==> src/rtl/fdcd_pkg.sv <==
// Package for the frame difference cut detector.
// Holds field widths, register indexes, the back end state type and the queue record.
// No dependencies.
package fdcd_pkg;

  localparam int BYTE_W         = 8;
  localparam int SUM_W          = 31;
  localparam int FRAME_W        = 32;
  localparam int SHOT_W         = 16;
  localparam int THRESH_W       = 8;
  localparam int BPF_W          = 24;
  localparam int CLAMP_W        = BPF_W + 1;
  localparam int CFG_IDX_W      = 2;
  localparam int CFG_DATA_W     = 24;
  localparam int QUEUE_DEPTH    = 4;
  localparam int QUEUE_PTR_W    = $clog2(QUEUE_DEPTH);
  localparam int QUEUE_CNT_W    = $clog2(QUEUE_DEPTH + 1);
  localparam int MAX_FRAME_BYTES_DEF = 8388608;

  localparam logic [SUM_W-1:0] SUM_MAX = {SUM_W{1'b1}};

  localparam logic [CFG_IDX_W-1:0] REG_THRESHOLD       = CFG_IDX_W'(0);
  localparam logic [CFG_IDX_W-1:0] REG_BYTES_PER_FRAME = CFG_IDX_W'(1);

  localparam logic [THRESH_W-1:0] THRESHOLD_RESET = THRESH_W'(60);
  localparam logic [BPF_W-1:0]    BPF_RESET       = BPF_W'(65536);

  typedef enum logic [2:0] {
    ST_IDLE,
    ST_SAT,
    ST_DIV,
    ST_FIN,
    ST_OUT
  } back_state_t;

  typedef struct packed {
    logic             push;
    logic [SUM_W-1:0] sum;
  } frame_push_t;

  typedef struct packed {
    logic             empty;
    logic             full;
    logic [SUM_W-1:0] sum;
  } queue_status_t;

endpackage

==> src/rtl/fdcd_if.sv <==
// Channel interfaces of the frame difference cut detector: input, result and configuration.
// Depends on fdcd_pkg for field widths.
interface fdcd_in_if;
  logic                            valid;
  logic                            ready;
  logic [fdcd_pkg::BYTE_W-1:0]     current_byte;
  logic [fdcd_pkg::BYTE_W-1:0]     previous_byte;
  logic                            end_of_frame;
  modport source (output valid, current_byte, previous_byte, end_of_frame, input ready);
  modport sink (input valid, current_byte, previous_byte, end_of_frame, output ready);
endinterface

interface fdcd_out_if;
  logic                            valid;
  logic                            ready;
  logic [fdcd_pkg::FRAME_W-1:0]    frame_index;
  logic [fdcd_pkg::BYTE_W-1:0]     mean_score;
  logic [fdcd_pkg::BYTE_W-1:0]     score_change;
  logic                            cut_found;
  logic [fdcd_pkg::SHOT_W-1:0]     current_shot;
  logic [fdcd_pkg::FRAME_W-1:0]    closed_length;
  modport source (output valid, frame_index, mean_score, score_change, cut_found,
                  current_shot, closed_length, input ready);
  modport sink (input valid, frame_index, mean_score, score_change, cut_found,
                current_shot, closed_length, output ready);
endinterface

interface fdcd_cfg_if;
  logic                              valid;
  logic                              ready;
  logic [fdcd_pkg::CFG_IDX_W-1:0]    index;
  logic [fdcd_pkg::CFG_DATA_W-1:0]   data;
  modport source (output valid, index, data, input ready);
  modport sink (input valid, index, data, output ready);
endinterface

==> src/rtl/fdcd_front.sv <==
// Front end: takes byte pairs, accumulates the saturating difference sum per frame.
// Pushes the frame sum into the queue at end of frame. Depends on fdcd_pkg.
module fdcd_front (
  input  logic                          clk,
  input  logic                          rst_n,
  input  logic                          in_valid,
  output logic                          in_ready,
  input  logic [fdcd_pkg::BYTE_W-1:0]   current_byte,
  input  logic [fdcd_pkg::BYTE_W-1:0]   previous_byte,
  input  logic                          end_of_frame,
  input  logic                          queue_full,
  output fdcd_pkg::frame_push_t         push_o
);

  logic [fdcd_pkg::SUM_W-1:0] sum_r, sum_nxt;
  logic [fdcd_pkg::BYTE_W-1:0] diff;
  logic [fdcd_pkg::SUM_W:0]    sum_wide;
  logic [fdcd_pkg::SUM_W-1:0]  sum_sat;
  logic                        accept;

  assign in_ready = !queue_full;
  assign accept   = in_valid && in_ready;
  assign diff     = (current_byte > previous_byte) ? (current_byte - previous_byte)
                                                   : (previous_byte - current_byte);

  always_comb begin
    sum_wide = {1'b0, sum_r} + (fdcd_pkg::SUM_W + 1)'(diff);
    sum_sat  = sum_wide[fdcd_pkg::SUM_W] ? fdcd_pkg::SUM_MAX : sum_wide[fdcd_pkg::SUM_W-1:0];
    sum_nxt  = sum_r;
    if (accept) begin
      sum_nxt = end_of_frame ? '0 : sum_sat;
    end
    push_o.push = accept && end_of_frame;
    push_o.sum  = sum_sat;
  end

  always_ff @(posedge clk) begin
    if (!rst_n) begin
      sum_r <= '0;
    end else begin
      sum_r <= sum_nxt;
    end
  end

endmodule

==> src/rtl/fdcd_queue.sv <==
// Short queue of frame sums between the front end and the divider back end.
// Depends on fdcd_pkg.
module fdcd_queue (
  input  logic                    clk,
  input  logic                    rst_n,
  input  fdcd_pkg::frame_push_t   push_i,
  input  logic                    pop,
  output fdcd_pkg::queue_status_t status_o
);

  logic [fdcd_pkg::SUM_W-1:0]       mem [fdcd_pkg::QUEUE_DEPTH];
  logic [fdcd_pkg::QUEUE_PTR_W-1:0] wr_ptr_r, wr_ptr_nxt, rd_ptr_r, rd_ptr_nxt;
  logic [fdcd_pkg::QUEUE_CNT_W-1:0] count_r, count_nxt;
  logic                             do_push, do_pop;

  assign status_o.empty = (count_r == '0);
  assign status_o.full  = (count_r == fdcd_pkg::QUEUE_CNT_W'(fdcd_pkg::QUEUE_DEPTH));
  assign status_o.sum   = mem[rd_ptr_r];
  assign do_push        = push_i.push && !status_o.full;
  assign do_pop         = pop && !status_o.empty;

  always_comb begin
    wr_ptr_nxt = do_push ? wr_ptr_r + 1'b1 : wr_ptr_r;
    rd_ptr_nxt = do_pop ? rd_ptr_r + 1'b1 : rd_ptr_r;
    count_nxt  = count_r;
    if (do_push && !do_pop) begin
      count_nxt = count_r + 1'b1;
    end else if (do_pop && !do_push) begin
      count_nxt = count_r - 1'b1;
    end
  end

  always_ff @(posedge clk) begin
    if (do_push) begin
      mem[wr_ptr_r] <= push_i.sum;
    end
  end

  always_ff @(posedge clk) begin
    if (!rst_n) begin
      wr_ptr_r <= '0;
      rd_ptr_r <= '0;
      count_r  <= '0;
    end else begin
      wr_ptr_r <= wr_ptr_nxt;
      rd_ptr_r <= rd_ptr_nxt;
      count_r  <= count_nxt;
    end
  end

endmodule

==> src/rtl/fdcd_back.sv <==
// Back end: divides each frame sum by the clamped byte count one quotient bit per cycle,
// then scores the frame, tracks shots and holds the result. Depends on fdcd_pkg.
module fdcd_back #(
  parameter int MAX_FRAME_BYTES = fdcd_pkg::MAX_FRAME_BYTES_DEF
) (
  input  logic                            clk,
  input  logic                            rst_n,
  input  fdcd_pkg::queue_status_t         status_i,
  output logic                            pop,
  input  logic [fdcd_pkg::THRESH_W-1:0]   threshold,
  input  logic [fdcd_pkg::BPF_W-1:0]      bytes_per_frame,
  output logic                            out_valid,
  input  logic                            out_ready,
  output logic [fdcd_pkg::FRAME_W-1:0]    frame_index,
  output logic [fdcd_pkg::BYTE_W-1:0]     mean_score,
  output logic [fdcd_pkg::BYTE_W-1:0]     score_change,
  output logic                            cut_found,
  output logic [fdcd_pkg::SHOT_W-1:0]     current_shot,
  output logic [fdcd_pkg::FRAME_W-1:0]    closed_length
);

  localparam int DIV_W = $clog2(MAX_FRAME_BYTES + 1);
  localparam int SHD_W = DIV_W + fdcd_pkg::BYTE_W;
  localparam int CMP_W = (SHD_W > fdcd_pkg::SUM_W) ? SHD_W : fdcd_pkg::SUM_W;
  localparam logic [fdcd_pkg::CLAMP_W-1:0] MAX_BYTES = fdcd_pkg::CLAMP_W'(MAX_FRAME_BYTES);

  fdcd_pkg::back_state_t state_r, state_nxt;

  logic [fdcd_pkg::SUM_W-1:0]   rem_r;
  logic [fdcd_pkg::BYTE_W-1:0]  quo_r;
  logic [2:0]                   step_r;
  logic [DIV_W-1:0]             divisor_r;
  logic [fdcd_pkg::BYTE_W-1:0]  last_score_r;
  logic [fdcd_pkg::FRAME_W-1:0] frame_cnt_r;
  logic [fdcd_pkg::SHOT_W-1:0]  shot_r;
  logic [fdcd_pkg::FRAME_W-1:0] shot_first_r;
  logic [fdcd_pkg::FRAME_W-1:0] frame_index_r;
  logic [fdcd_pkg::BYTE_W-1:0]  mean_score_r;
  logic [fdcd_pkg::BYTE_W-1:0]  score_change_r;
  logic                         cut_found_r;
  logic [fdcd_pkg::SHOT_W-1:0]  current_shot_r;
  logic [fdcd_pkg::FRAME_W-1:0] closed_length_r;

  logic [fdcd_pkg::CLAMP_W-1:0] clamp_wide;
  logic [CMP_W-1:0]             rem_ext, sat_bound, cand;
  logic                         sat_hit, step_hit;
  logic [fdcd_pkg::BYTE_W-1:0]  change;
  logic                         cut;
  logic [fdcd_pkg::FRAME_W-1:0] frame_next;
  logic                         load_div, do_sat, do_step, do_fin;

  always_comb begin
    if (bytes_per_frame == '0) begin
      clamp_wide = fdcd_pkg::CLAMP_W'(1);
    end else if ({1'b0, bytes_per_frame} > MAX_BYTES) begin
      clamp_wide = MAX_BYTES;
    end else begin
      clamp_wide = {1'b0, bytes_per_frame};
    end
  end

  assign rem_ext    = CMP_W'(rem_r);
  assign sat_bound  = CMP_W'(divisor_r) << fdcd_pkg::BYTE_W;
  assign cand       = CMP_W'(divisor_r) << step_r;
  assign sat_hit    = rem_ext >= sat_bound;
  assign step_hit   = rem_ext >= cand;
  assign change     = (quo_r > last_score_r) ? (quo_r - last_score_r) : (last_score_r - quo_r);
  assign cut        = (change > threshold) && (quo_r > threshold);
  assign frame_next = frame_cnt_r + 1'b1;

  always_comb begin
    state_nxt = state_r;
    case (state_r)
      fdcd_pkg::ST_IDLE: if (!status_i.empty) state_nxt = fdcd_pkg::ST_SAT;
      fdcd_pkg::ST_SAT:  state_nxt = sat_hit ? fdcd_pkg::ST_FIN : fdcd_pkg::ST_DIV;
      fdcd_pkg::ST_DIV:  if (step_r == '0) state_nxt = fdcd_pkg::ST_FIN;
      fdcd_pkg::ST_FIN:  state_nxt = fdcd_pkg::ST_OUT;
      fdcd_pkg::ST_OUT:  if (out_ready) state_nxt = fdcd_pkg::ST_IDLE;
      default:           state_nxt = fdcd_pkg::ST_IDLE;
    endcase
  end

  always_comb begin
    load_div  = 1'b0;
    do_sat    = 1'b0;
    do_step   = 1'b0;
    do_fin    = 1'b0;
    out_valid = 1'b0;
    case (state_r)
      fdcd_pkg::ST_IDLE: load_div  = !status_i.empty;
      fdcd_pkg::ST_SAT:  do_sat    = 1'b1;
      fdcd_pkg::ST_DIV:  do_step   = 1'b1;
      fdcd_pkg::ST_FIN:  do_fin    = 1'b1;
      fdcd_pkg::ST_OUT:  out_valid = 1'b1;
      default:           out_valid = 1'b0;
    endcase
  end

  assign pop = load_div;

  always_ff @(posedge clk) begin
    if (load_div) begin
      rem_r     <= status_i.sum;
      divisor_r <= clamp_wide[DIV_W-1:0];
    end
    if (do_sat) begin
      quo_r  <= sat_hit ? {fdcd_pkg::BYTE_W{1'b1}} : '0;
      step_r <= 3'd7;
    end
    if (do_step) begin
      if (step_hit) begin
        rem_r         <= fdcd_pkg::SUM_W'(rem_ext - cand);
        quo_r[step_r] <= 1'b1;
      end
      step_r <= step_r - 1'b1;
    end
    if (do_fin) begin
      frame_index_r   <= frame_next;
      mean_score_r    <= quo_r;
      score_change_r  <= change;
      cut_found_r     <= cut;
      current_shot_r  <= cut ? shot_r + 1'b1 : shot_r;
      closed_length_r <= cut ? frame_next - shot_first_r : '0;
    end
  end

  always_ff @(posedge clk) begin
    if (!rst_n) begin
      state_r      <= fdcd_pkg::ST_IDLE;
      last_score_r <= '0;
      frame_cnt_r  <= fdcd_pkg::FRAME_W'(1);
      shot_r       <= '0;
      shot_first_r <= '0;
    end else begin
      state_r <= state_nxt;
      if (do_fin) begin
        last_score_r <= quo_r;
        frame_cnt_r  <= frame_next;
        if (cut) begin
          shot_r       <= shot_r + 1'b1;
          shot_first_r <= frame_next;
        end
      end
    end
  end

  assign frame_index   = frame_index_r;
  assign mean_score    = mean_score_r;
  assign score_change  = score_change_r;
  assign cut_found     = cut_found_r;
  assign current_shot  = current_shot_r;
  assign closed_length = closed_length_r;

endmodule

==> src/rtl/frame_difference_cut_detector.sv <==
// Top level of the frame difference cut detector: configuration registers, front end,
// frame sum queue and divider back end. Depends on fdcd_pkg, fdcd_if and the fdcd modules.
//
// The input channel takes one byte pair per transfer, one per cycle while the frame sum
// queue has room. The transfer that carries end_of_frame closes the frame; each such frame
// yields one result transfer on the output channel, other transfers yield none.
// The back end divides the frame sum by the clamped byte count one quotient bit per cycle:
// it pops the sum when idle, checks for a saturated score, runs the divide steps unless
// the score saturates, registers the result and then presents it. It pops the next frame
// sum only after the receiver has taken the result. Up to four closed frames wait in the
// queue, so input keeps flowing while a result is held or divided; the input stalls only
// when the queue is full. A stalled receiver holds the result stable and stops the back
// end. Reset clears the sum, shot counter and queue, sets the frame counter to one and
// loads threshold 60 and 65536 bytes per frame. Configuration writes are always taken;
// they belong in idle periods.
module frame_difference_cut_detector #(
  parameter int MAX_FRAME_BYTES = fdcd_pkg::MAX_FRAME_BYTES_DEF
) (
  input logic            clk,
  input logic            rst_n,
  fdcd_in_if.sink        in_ch,
  fdcd_out_if.source     out_ch,
  fdcd_cfg_if.sink       cfg_ch
);

  logic [fdcd_pkg::THRESH_W-1:0] threshold_r;
  logic [fdcd_pkg::BPF_W-1:0]    bytes_per_frame_r;
  fdcd_pkg::frame_push_t         push;
  fdcd_pkg::queue_status_t       status;
  logic                          pop;

  assign cfg_ch.ready = 1'b1;

  always_ff @(posedge clk) begin
    if (!rst_n) begin
      threshold_r       <= fdcd_pkg::THRESHOLD_RESET;
      bytes_per_frame_r <= fdcd_pkg::BPF_RESET;
    end else if (cfg_ch.valid && cfg_ch.ready) begin
      case (cfg_ch.index)
        fdcd_pkg::REG_THRESHOLD:       threshold_r <= cfg_ch.data[fdcd_pkg::THRESH_W-1:0];
        fdcd_pkg::REG_BYTES_PER_FRAME: bytes_per_frame_r <= cfg_ch.data[fdcd_pkg::BPF_W-1:0];
        default: ;
      endcase
    end
  end

  fdcd_front u_front (
    .clk           (clk),
    .rst_n         (rst_n),
    .in_valid      (in_ch.valid),
    .in_ready      (in_ch.ready),
    .current_byte  (in_ch.current_byte),
    .previous_byte (in_ch.previous_byte),
    .end_of_frame  (in_ch.end_of_frame),
    .queue_full    (status.full),
    .push_o        (push)
  );

  fdcd_queue u_queue (
    .clk      (clk),
    .rst_n    (rst_n),
    .push_i   (push),
    .pop      (pop),
    .status_o (status)
  );

  fdcd_back #(
    .MAX_FRAME_BYTES (MAX_FRAME_BYTES)
  ) u_back (
    .clk             (clk),
    .rst_n           (rst_n),
    .status_i        (status),
    .pop             (pop),
    .threshold       (threshold_r),
    .bytes_per_frame (bytes_per_frame_r),
    .out_valid       (out_ch.valid),
    .out_ready       (out_ch.ready),
    .frame_index     (out_ch.frame_index),
    .mean_score      (out_ch.mean_score),
    .score_change    (out_ch.score_change),
    .cut_found       (out_ch.cut_found),
    .current_shot    (out_ch.current_shot),
    .closed_length   (out_ch.closed_length)
  );

endmodule

==> src/flat_wrapper.sv <==
// flat-port wrapper written by rule: the top's interface ports become plain ports
module frame_difference_cut_detector_flat 
#(
  parameter int MAX_FRAME_BYTES = fdcd_pkg::MAX_FRAME_BYTES_DEF
)
  (clk, rst_n, in_ch_valid, in_ch_current_byte, in_ch_previous_byte, in_ch_end_of_frame, in_ch_ready, out_ch_valid, out_ch_frame_index, out_ch_mean_score, out_ch_score_change, out_ch_cut_found, out_ch_current_shot, out_ch_closed_length, out_ch_ready, cfg_ch_valid, cfg_ch_index, cfg_ch_data, cfg_ch_ready);
  fdcd_in_if in_ch_i ();
  fdcd_out_if out_ch_i ();
  fdcd_cfg_if cfg_ch_i ();
  input logic clk;
  input logic rst_n;
  input wire logic [$bits(in_ch_i.valid)-1:0] in_ch_valid;
  input wire logic [$bits(in_ch_i.current_byte)-1:0] in_ch_current_byte;
  input wire logic [$bits(in_ch_i.previous_byte)-1:0] in_ch_previous_byte;
  input wire logic [$bits(in_ch_i.end_of_frame)-1:0] in_ch_end_of_frame;
  output wire logic [$bits(in_ch_i.ready)-1:0] in_ch_ready;
  output wire logic [$bits(out_ch_i.valid)-1:0] out_ch_valid;
  output wire logic [$bits(out_ch_i.frame_index)-1:0] out_ch_frame_index;
  output wire logic [$bits(out_ch_i.mean_score)-1:0] out_ch_mean_score;
  output wire logic [$bits(out_ch_i.score_change)-1:0] out_ch_score_change;
  output wire logic [$bits(out_ch_i.cut_found)-1:0] out_ch_cut_found;
  output wire logic [$bits(out_ch_i.current_shot)-1:0] out_ch_current_shot;
  output wire logic [$bits(out_ch_i.closed_length)-1:0] out_ch_closed_length;
  input wire logic [$bits(out_ch_i.ready)-1:0] out_ch_ready;
  input wire logic [$bits(cfg_ch_i.valid)-1:0] cfg_ch_valid;
  input wire logic [$bits(cfg_ch_i.index)-1:0] cfg_ch_index;
  input wire logic [$bits(cfg_ch_i.data)-1:0] cfg_ch_data;
  output wire logic [$bits(cfg_ch_i.ready)-1:0] cfg_ch_ready;
  assign in_ch_i.valid = in_ch_valid;
  assign in_ch_i.current_byte = in_ch_current_byte;
  assign in_ch_i.previous_byte = in_ch_previous_byte;
  assign in_ch_i.end_of_frame = in_ch_end_of_frame;
  assign in_ch_ready = in_ch_i.ready;
  assign out_ch_valid = out_ch_i.valid;
  assign out_ch_frame_index = out_ch_i.frame_index;
  assign out_ch_mean_score = out_ch_i.mean_score;
  assign out_ch_score_change = out_ch_i.score_change;
  assign out_ch_cut_found = out_ch_i.cut_found;
  assign out_ch_current_shot = out_ch_i.current_shot;
  assign out_ch_closed_length = out_ch_i.closed_length;
  assign out_ch_i.ready = out_ch_ready;
  assign cfg_ch_i.valid = cfg_ch_valid;
  assign cfg_ch_i.index = cfg_ch_index;
  assign cfg_ch_i.data = cfg_ch_data;
  assign cfg_ch_ready = cfg_ch_i.ready;
  frame_difference_cut_detector #(.MAX_FRAME_BYTES(MAX_FRAME_BYTES)) u_core (.clk(clk), .rst_n(rst_n), .in_ch(in_ch_i), .out_ch(out_ch_i), .cfg_ch(cfg_ch_i));
endmodule
==> config.mk <==
export PLATFORM = sky130hd
export DESIGN_NAME = frame_difference_cut_detector_flat
export DESIGN_NICKNAME = d
export VERILOG_FILES = /design/src/rtl/fdcd_pkg.sv /design/src/rtl/fdcd_if.sv /design/src/rtl/fdcd_front.sv /design/src/rtl/fdcd_queue.sv /design/src/rtl/fdcd_back.sv /design/src/rtl/frame_difference_cut_detector.sv /design/src/flat_wrapper.sv
export SDC_FILE = /design/constraint.sdc
export NUM_CORES = 1
export LEC_CHECK = 0
export ABC_AREA = 1
export BUFFER_PORTS_ARGS = -buffer_cell sky130_fd_sc_hd__buf_2
export CORE_MARGIN = 5
export CORE_UTILIZATION = 38
export DETAILED_ROUTE_END_ITERATION = 10
export PLACE_DENSITY_LB_ADDON = 0.12
export SKIP_CTS_REPAIR_TIMING = 1
export SYNTH_ARGS = -nofsm -noshare
export SYNTH_HDL_FRONTEND = slang
export SYNTH_SLANG_ARGS = --single-unit
==> constraint.sdc <==
create_clock -name clk -period 4.6 [get_ports clk]
set_input_delay 0.23 -clock clk [delete_from_list [all_inputs] [get_ports clk]]
set_output_delay 0.23 -clock clk [all_outputs]
set_load 0.005 [all_outputs]
==> results of run 1 <==
stage by stage:
stage | hold WS (ps) | area, µm²
global placement | 442.8 | 28580
global route | 2.608 | 30490
floorplan | 360.4 | 26920
CTS | -188.1 | 30250
detailed placement | 453.4 | 28580
finish | -45.96 | 30500
power by group:
part           total, mW  internal (mW)  switching [mW]
registers           5.59           5.09           0.500
clock network       4.09           2.34            1.75
logic               10.3           3.38            6.95
state kept, by name, summed over array words and instances (netlist names), named ones only:
name and count:
u_core.u_back.closed_length 32, u_core.u_back.last_score_r 8, u_core.u_back.score_change 8, u_core.u_queue.wr_ptr_r 2, u_core.u_front.sum_r 31, u_core.u_back.shot_first_r 32, u_core.u_back.mean_score 8, u_core.u_back.step_r 3
u_core.u_back.current_shot 16, u_core.bytes_per_frame_r 24, u_core.threshold_r 8, u_core.u_back.frame_index 32, u_core.u_back.state_r 3, u_core.u_back.rem_r 31, u_core.u_back.shot_r 16, u_core.u_back.frame_cnt_r 32
u_core.u_back.divisor_r 24, u_core.u_queue.mem 124, u_core.u_queue.count_r 3, u_core.u_queue.rd_ptr_r 2, u_core.u_back.cut_found 1, u_core.u_back.quo_r 8
layout make-up:
class                           instances  area share, %
Inverter                              490          6.047
Antenna cell                            2        0.01641
Clock inverter                         31         0.8534
Tap cell                              940          3.857
Clock buffer                           67          4.620
Sequential cell                       450          37.68
Timing Repair Buffer                  195          3.963
Multi-Input combinational cell       2537          42.96
logic make-up after synthesis:
| group | after synthesis | synth area share (%) |
|---|---|---|
| AO/OA/AOI/OAI | 599 | 11.88 |
| XOR/XNOR | 81 | 2.636 |
| buffers and inverters | 599 | 8.735 |
| AND/OR/NAND/NOR | 1688 | 26.12 |
| adder cells (fa/ha/maj) | 156 | 7.475 |
| flip-flops | 450 | 42.69 |
| multiplexers | 12 | 0.4463 |
| other | 1 | 0.01393 |
synthesized netlist by cell type (all sizes together) (7+ instances only):
cell and n:
mux2i 12, nor3 29, edfxtp 248, nand3b 9, xnor2 23, inv 487, o22ai 23, clkbuf 70
o211ai 13, or2 9, o21ai 272, xor2 58, fa 8, ha 148, dfxtp 202, o21a 8
nand2 1031, nand3 151, nor2 400, a21oi 252, a21o 7, buf 39, nand4 39, a31oi 9
nor4 11
final timing paths:
path	startpoint	endpoint	slack (ps)	cells past startpoint
worst max-delay path	u_core.u_back.quo_r[4]$_DFF_P_	u_core.u_back.closed_length[8]$_SDFFCE_PN0P_	550	21
worst min-delay path	cfg_ch_data[18]	u_core.bytes_per_frame_r[18]$_SDFFE_PN0P_	-50	3
worst max register to register	u_core.u_back.quo_r[4]$_DFF_P_	u_core.u_back.closed_length[8]$_SDFFCE_PN0P_	550	21
worst min register to register	u_core.u_back.shot_first_r[8]$_SDFFE_PN0P_	u_core.u_back.shot_first_r[8]$_SDFFE_PN0P_	460	2
metal layers:
metal  GRT usage, %  vias to the layer above
li1               -                    11941
met1          28.27                    10649
met2          31.11                      418
met3          2.843                      101
met4          4.546                        0
met5              0                        -
worst max-delay path, cell delays in order, from the launching register on:
cell and delay (ps):
dfxtp_1 380, inv_1 90, ha_1 430, nand2_1 160, nor3_1 230, o21ai_0 140
nand2_1 80, nand2_1 140, inv_1 210, o21ai_0 110, o21ai_0 80, inv_1 80
ha_1 270, nand2_1 80, o21ai_0 170, nand2_1 60, nand2_1 100, nand3_2 270
inv_2 380, buf_12 200, o21ai_0 90, a21oi_1 120
==> impl_metrics.env, run 1 <==
export IMPL_wl_met2_um=34330
export IMPL_yosysSeqAreaShare_pct=42.69
export IMPL_min_path_type="input pin to register"
export IMPL_fin_nets=3930
export IMPL_ys_ff_latch=450
export IMPL_failed_checks="negative hold slack"
export IMPL_drc=0
export IMPL_cts_made_buffers=52
export IMPL_core_area_um2=70150
export IMPL_tightestPinTransition_ps=1105
export IMPL_fp_dieW_um=276.1
export IMPL_crit_required_ps=5060
export IMPL_drive_gt1_share_pct=9.337
export IMPL_drtPass1Iterations=6
export IMPL_dp_cells=4588
export IMPL_multi_input_area_um2=13100
export IMPL_final_core_util_pct=43.47
export IMPL_grtUsageTotal_pct=19.54
export IMPL_area_delta_synth_final_pct=13.30
export IMPL_hpwl_um=57470
export IMPL_slew_headroom_pct=26.17
export IMPL_finalSetupTns_ps=0
export IMPL_power_density_nw_per_um2=656.2
export IMPL_clk_latency_ps=600
export IMPL_cts_sinks=450
export IMPL_die_area_um2=76250
export IMPL_ys_types=54
export IMPL_initialDrtViolationCount=1508
export IMPL_dp_slack_ps=591.2
export IMPL_routed_top_layer="met4"
export IMPL_yosys_area_top_type_share_pct=27.67
export IMPL_fmax_ghz=0.2468
export IMPL_grt_pass1_wl_um=122100
export IMPL_syn_area_um2=26920
export IMPL_routed_wl_um=77910
export IMPL_avgSynthCellArea_um2=7.506
export IMPL_hold_viol=1
export IMPL_io_pins=148
export IMPL_via_per_inst=4.904
export IMPL_slew_viol_final=0
export IMPL_ir_worst_vdd_v=0.0003864
export IMPL_synth_fp_nets=3790
export IMPL_regArea_um2=11490
export IMPL_finClkSkew_ps=35.78
export IMPL_final_cell_mix="1016 x nand2_1, 474 x inv_1, 382 x nor2_1"
export IMPL_antenna_found_initial=2
export IMPL_cts_root_buf="clkbuf_16"
export IMPL_cts_tree="done"
export IMPL_total_power_mw=20.01
export IMPL_synth_area_leader_cell="edfxtp_1"
export IMPL_maxCapViolCount=0
export IMPL_crit_arrival_ps=4510
export IMPL_yosys_warnings=0
export IMPL_h_tree_depth=2
export IMPL_worstSetupPathType="register to register"
export IMPL_crit_path_max_fanout=19
export IMPL_p_leak_nw=13.80
export IMPL_async_flop_share_pct=0
export IMPL_fillers=7340
export IMPL_crit_path_start_kind="register"
export IMPL_clkTransAtPathRegs_ps=70
export IMPL_synthFlopType="edfxtp_1"
export IMPL_cp_end_kind="register"
export IMPL_gr_total_overflow=0
export IMPL_wl_per_cell_um=16.53
export IMPL_met1Wirelength_um=38230
export IMPL_io_buffer_count=146
export IMPL_timing_hold_ws_ps=-45.96
export IMPL_layoutNonFillerInstCount=4712
export IMPL_setup_viol=0
export IMPL_route_met3_wl_um=3636
export IMPL_fin_crit_ps=4052
export IMPL_outcome="finished, violations left"
export IMPL_grt_start_max_net_pins=175
export IMPL_mostFrequentLayoutCell="nand2_1"
export IMPL_postSynthCellCount=3586
export IMPL_synth_edf_count=248
export IMPL_synthTopCellsByArea="edfxtp_1 28%, dfxtp_1 15%, nand2_1 14%"
export IMPL_layout_setup_ws_ps=548.0
export IMPL_final_antenna_net_count=0
export IMPL_rsz0062_at_grt="false"
export IMPL_grt_pass1_vias=21950
export IMPL_finalWeightedCongestion=0.9226
export IMPL_via_count=23109
export IMPL_die_h_um=276.1
export IMPL_cts_buffer_depth=3
export IMPL_rows=97
export IMPL_period_share_pct=88.09
export IMPL_initial_core_util_pct=38.37
Power figures use the tool's default switching activity.
==> run 2: changes to the inputs <==
REMOVE_ABC_BUFFERS = 1   (was unset)
==> run 2 against run 1 <==
Net effect:
- the flow still finishes with violations (negative hold slack)
- power rose by 3.0%
- critical path depth rose by 3
- sequential share of layout area fell by 0.31 points
- global-route usage increased by 0.30 points
- register-to-register slack gained 100 ps
- final cell count up 0.11%
- worst setup slack better by 100 ps
- cell area up 0.83%
- first-iteration DRC count up 5.1%
- sequential power about the same
- critical path type unchanged
- critical endpoint is now u_core.u_back.current_shot[11]$_DFFE_PP_
- largest cell class unchanged
- largest power group unchanged
==> impl_metrics.env, run 2 (synthesis results as in run 1) <==
export IMPL_clkTransAtPathRegs_ps=60
export IMPL_dp_slack_ps=455.1
export IMPL_worstHoldStart="cfg_ch_data[15]"
export IMPL_power_density_nw_per_um2=670.3
export IMPL_io_pins=148
export IMPL_grt_pass1_vias=21907
export IMPL_setup_viol=0
export IMPL_crit_required_ps=4950
export IMPL_finalWeightedCongestion=0.9192
export IMPL_fmax_ghz=0.2531
export IMPL_grtUsageTotal_pct=19.84
export IMPL_area_delta_synth_final_pct=14.25
export IMPL_whs_endpoint="u_core.bytes_per_frame_r[15]$_SDFFE_PN0P_"
export IMPL_rows=97
export IMPL_timing_hold_ws_ps=-47.70
export IMPL_fin_area_um2=30750
export IMPL_crit_path_max_fanout=20
export IMPL_worstSetupPathType="register to register"
export IMPL_crit_path_start_kind="register"
export IMPL_slew_headroom_pct=30.82
export IMPL_crit_arrival_ps=4300
export IMPL_routed_wl_um=77920
export IMPL_largest_register_ffs=124
export IMPL_drc=0
export IMPL_failed_checks="negative hold slack"
export IMPL_hold_viol=2
export IMPL_mostFrequentLayoutCell="nand2_1"
export IMPL_antenna_found_initial=2
export IMPL_h_tree_depth=2
export IMPL_via_per_inst=4.915
export IMPL_wl_per_cell_um=16.52
export IMPL_min_path_type="input pin to register"
export IMPL_gr_total_overflow=0
export IMPL_diodes=0
export IMPL_cts_sinks=450
export IMPL_fin_nets=3938
export IMPL_rr_worst_depth=24
export IMPL_fin_crit_ps=3951
export IMPL_r2r_setup_slack_ps=650
export IMPL_placed_area_um2=28610
export IMPL_r2r_start="u_core.u_back.quo_r[0]$_DFF_P_"
export IMPL_core_area_um2=70150
export IMPL_initialDrtViolationCount=1585
export IMPL_initial_core_util_pct=38.37
export IMPL_tightestPinTransition_ps=1038
export IMPL_die_h_um=276.1
export IMPL_via_count=23183
export IMPL_final_cell_mix="1016 x nand2_1, 473 x inv_1, 382 x nor2_1"
export IMPL_top_register="u_core.u_queue.mem"
export IMPL_p_leak_nw=13.94
export IMPL_ir_worst_vdd_v=0.0003725
export IMPL_finClkSkew_ps=27.74
export IMPL_rsz0062_at_grt="false"
export IMPL_period_share_pct=85.88
export IMPL_layout_setup_ws_ps=649.4
export IMPL_die_area_um2=76250
export IMPL_drive_gt1_share_pct=9.717
export IMPL_worstHoldPathCells=3
export IMPL_cts_tree="done"
export IMPL_grt_start_max_net_pins=175
export IMPL_final_antenna_net_count=0
export IMPL_grt_pass1_wl_um=123400
export IMPL_fp_dieW_um=276.1
export IMPL_io_buffer_count=146
export IMPL_hpwl_um=57410
export IMPL_slew_viol_final=0
export IMPL_clk_latency_ps=610
export IMPL_maxCapViolCount=0
export IMPL_reg2reg_to="u_core.u_back.current_shot[11]$_DFFE_PP_"
export IMPL_cp_end_kind="register"
export IMPL_outcome="finished, violations left"
export IMPL_drtPass1Iterations=7
export IMPL_cts_root_buf="clkbuf_16"
export IMPL_cts_made_buffers=53
export IMPL_cts_buffer_depth=3
## run 2: final cells by class
type / count / area (µm²)
Clock buffer: 69 / 1498
Clock inverter: 29 / 406.6
Fill cell: 7380 / 39400
Inverter: 490 / 1846
Multi-Input combinational cell: 2537 / 13100
Sequential cell: 450 / 11490
Tap cell: 940 / 1176
Timing Repair Buffer: 202 / 1234
## run 2: metal layers
| layer | global-route usage (%) | vias up | share of wire [%] |
|---|---|---|---|
| li1 | - | 11965 | - |
| met1 | 27.64 | 10706 | 47 |
| met2 | 33.04 | 419 | 46 |
| met3 | 2.455 | 93 | 4.2 |
| met4 | 4.905 | 0 | 2.3 |
| met5 | 0 | - | 0 |
## run 2: worst max-delay path: stages (launching register included)
cell	delay, ps
dfxtp_1	330
inv_1	160
ha_1	230
inv_1	70
fa_1	400
inv_1	70
nor2_1	50
o21ai_0	160
nand2_1	70
nand2_1	230
inv_2	130
nand2_1	80
nand2_1	40
inv_1	90
ha_1	240
nand2_1	70
inv_1	30
nor2_1	100
o21a_1	130
nand2_1	80
nand3_2	170
clkinv_2	310
buf_12	270
nand2_1	80
nand2_1	60
## run 2: where the power goes
group / switching (mW) / internal (mW)
registers: 0.485 / 5.09
clock network: 1.79 / 2.80
logic: 7.09 / 3.36
total: 9.36 / 11.3
## run 2: worst max-delay path by stage
stage | from | to | depth (start not counted)
after detailed placement | in_ch_current_byte[0] | u_core.u_front.sum_r[12]$_SDFFE_PN0P_ | 25
final | u_core.u_back.quo_r[0]$_DFF_P_ | u_core.u_back.current_shot[11]$_DFFE_PP_ | 24
after floorplan | u_core.u_back.state_r[1]$_SDFFE_PN0P_ | u_core.u_back.shot_first_r[0]$_SDFFE_PN0P_ | 5
after global placement | in_ch_current_byte[0] | u_core.u_front.sum_r[8]$_SDFFE_PN0P_ | 29
after CTS | u_core.u_back.quo_r[4]$_DFF_P_ | u_core.u_back.closed_length[15]$_SDFFCE_PN0P_ | 21
after global routing | u_core.u_back.quo_r[4]$_DFF_P_ | u_core.u_back.shot_first_r[12]$_SDFFE_PN0P_ | 20
## run 2: metrics by stage
stage | hold WS (ps) | util, % | std cells | setup TNS (ps) | total power, mW
2_1_floorplan | 328.6 | - | 3477 | -77600 | 12.82
3_3_place_gp | 454.0 | 40.79 | 4596 | 0 | 16.05
3_5_place_dp | 456.6 | 40.79 | 4596 | 0 | 16.02
4_1_cts | -182.0 | 43.50 | 4694 | 0 | 20.72
5_1_grt | 8.825 | 43.84 | 4717 | 0 | 22.48
6_report | -47.70 | 43.84 | 4717 | 0 | 20.61
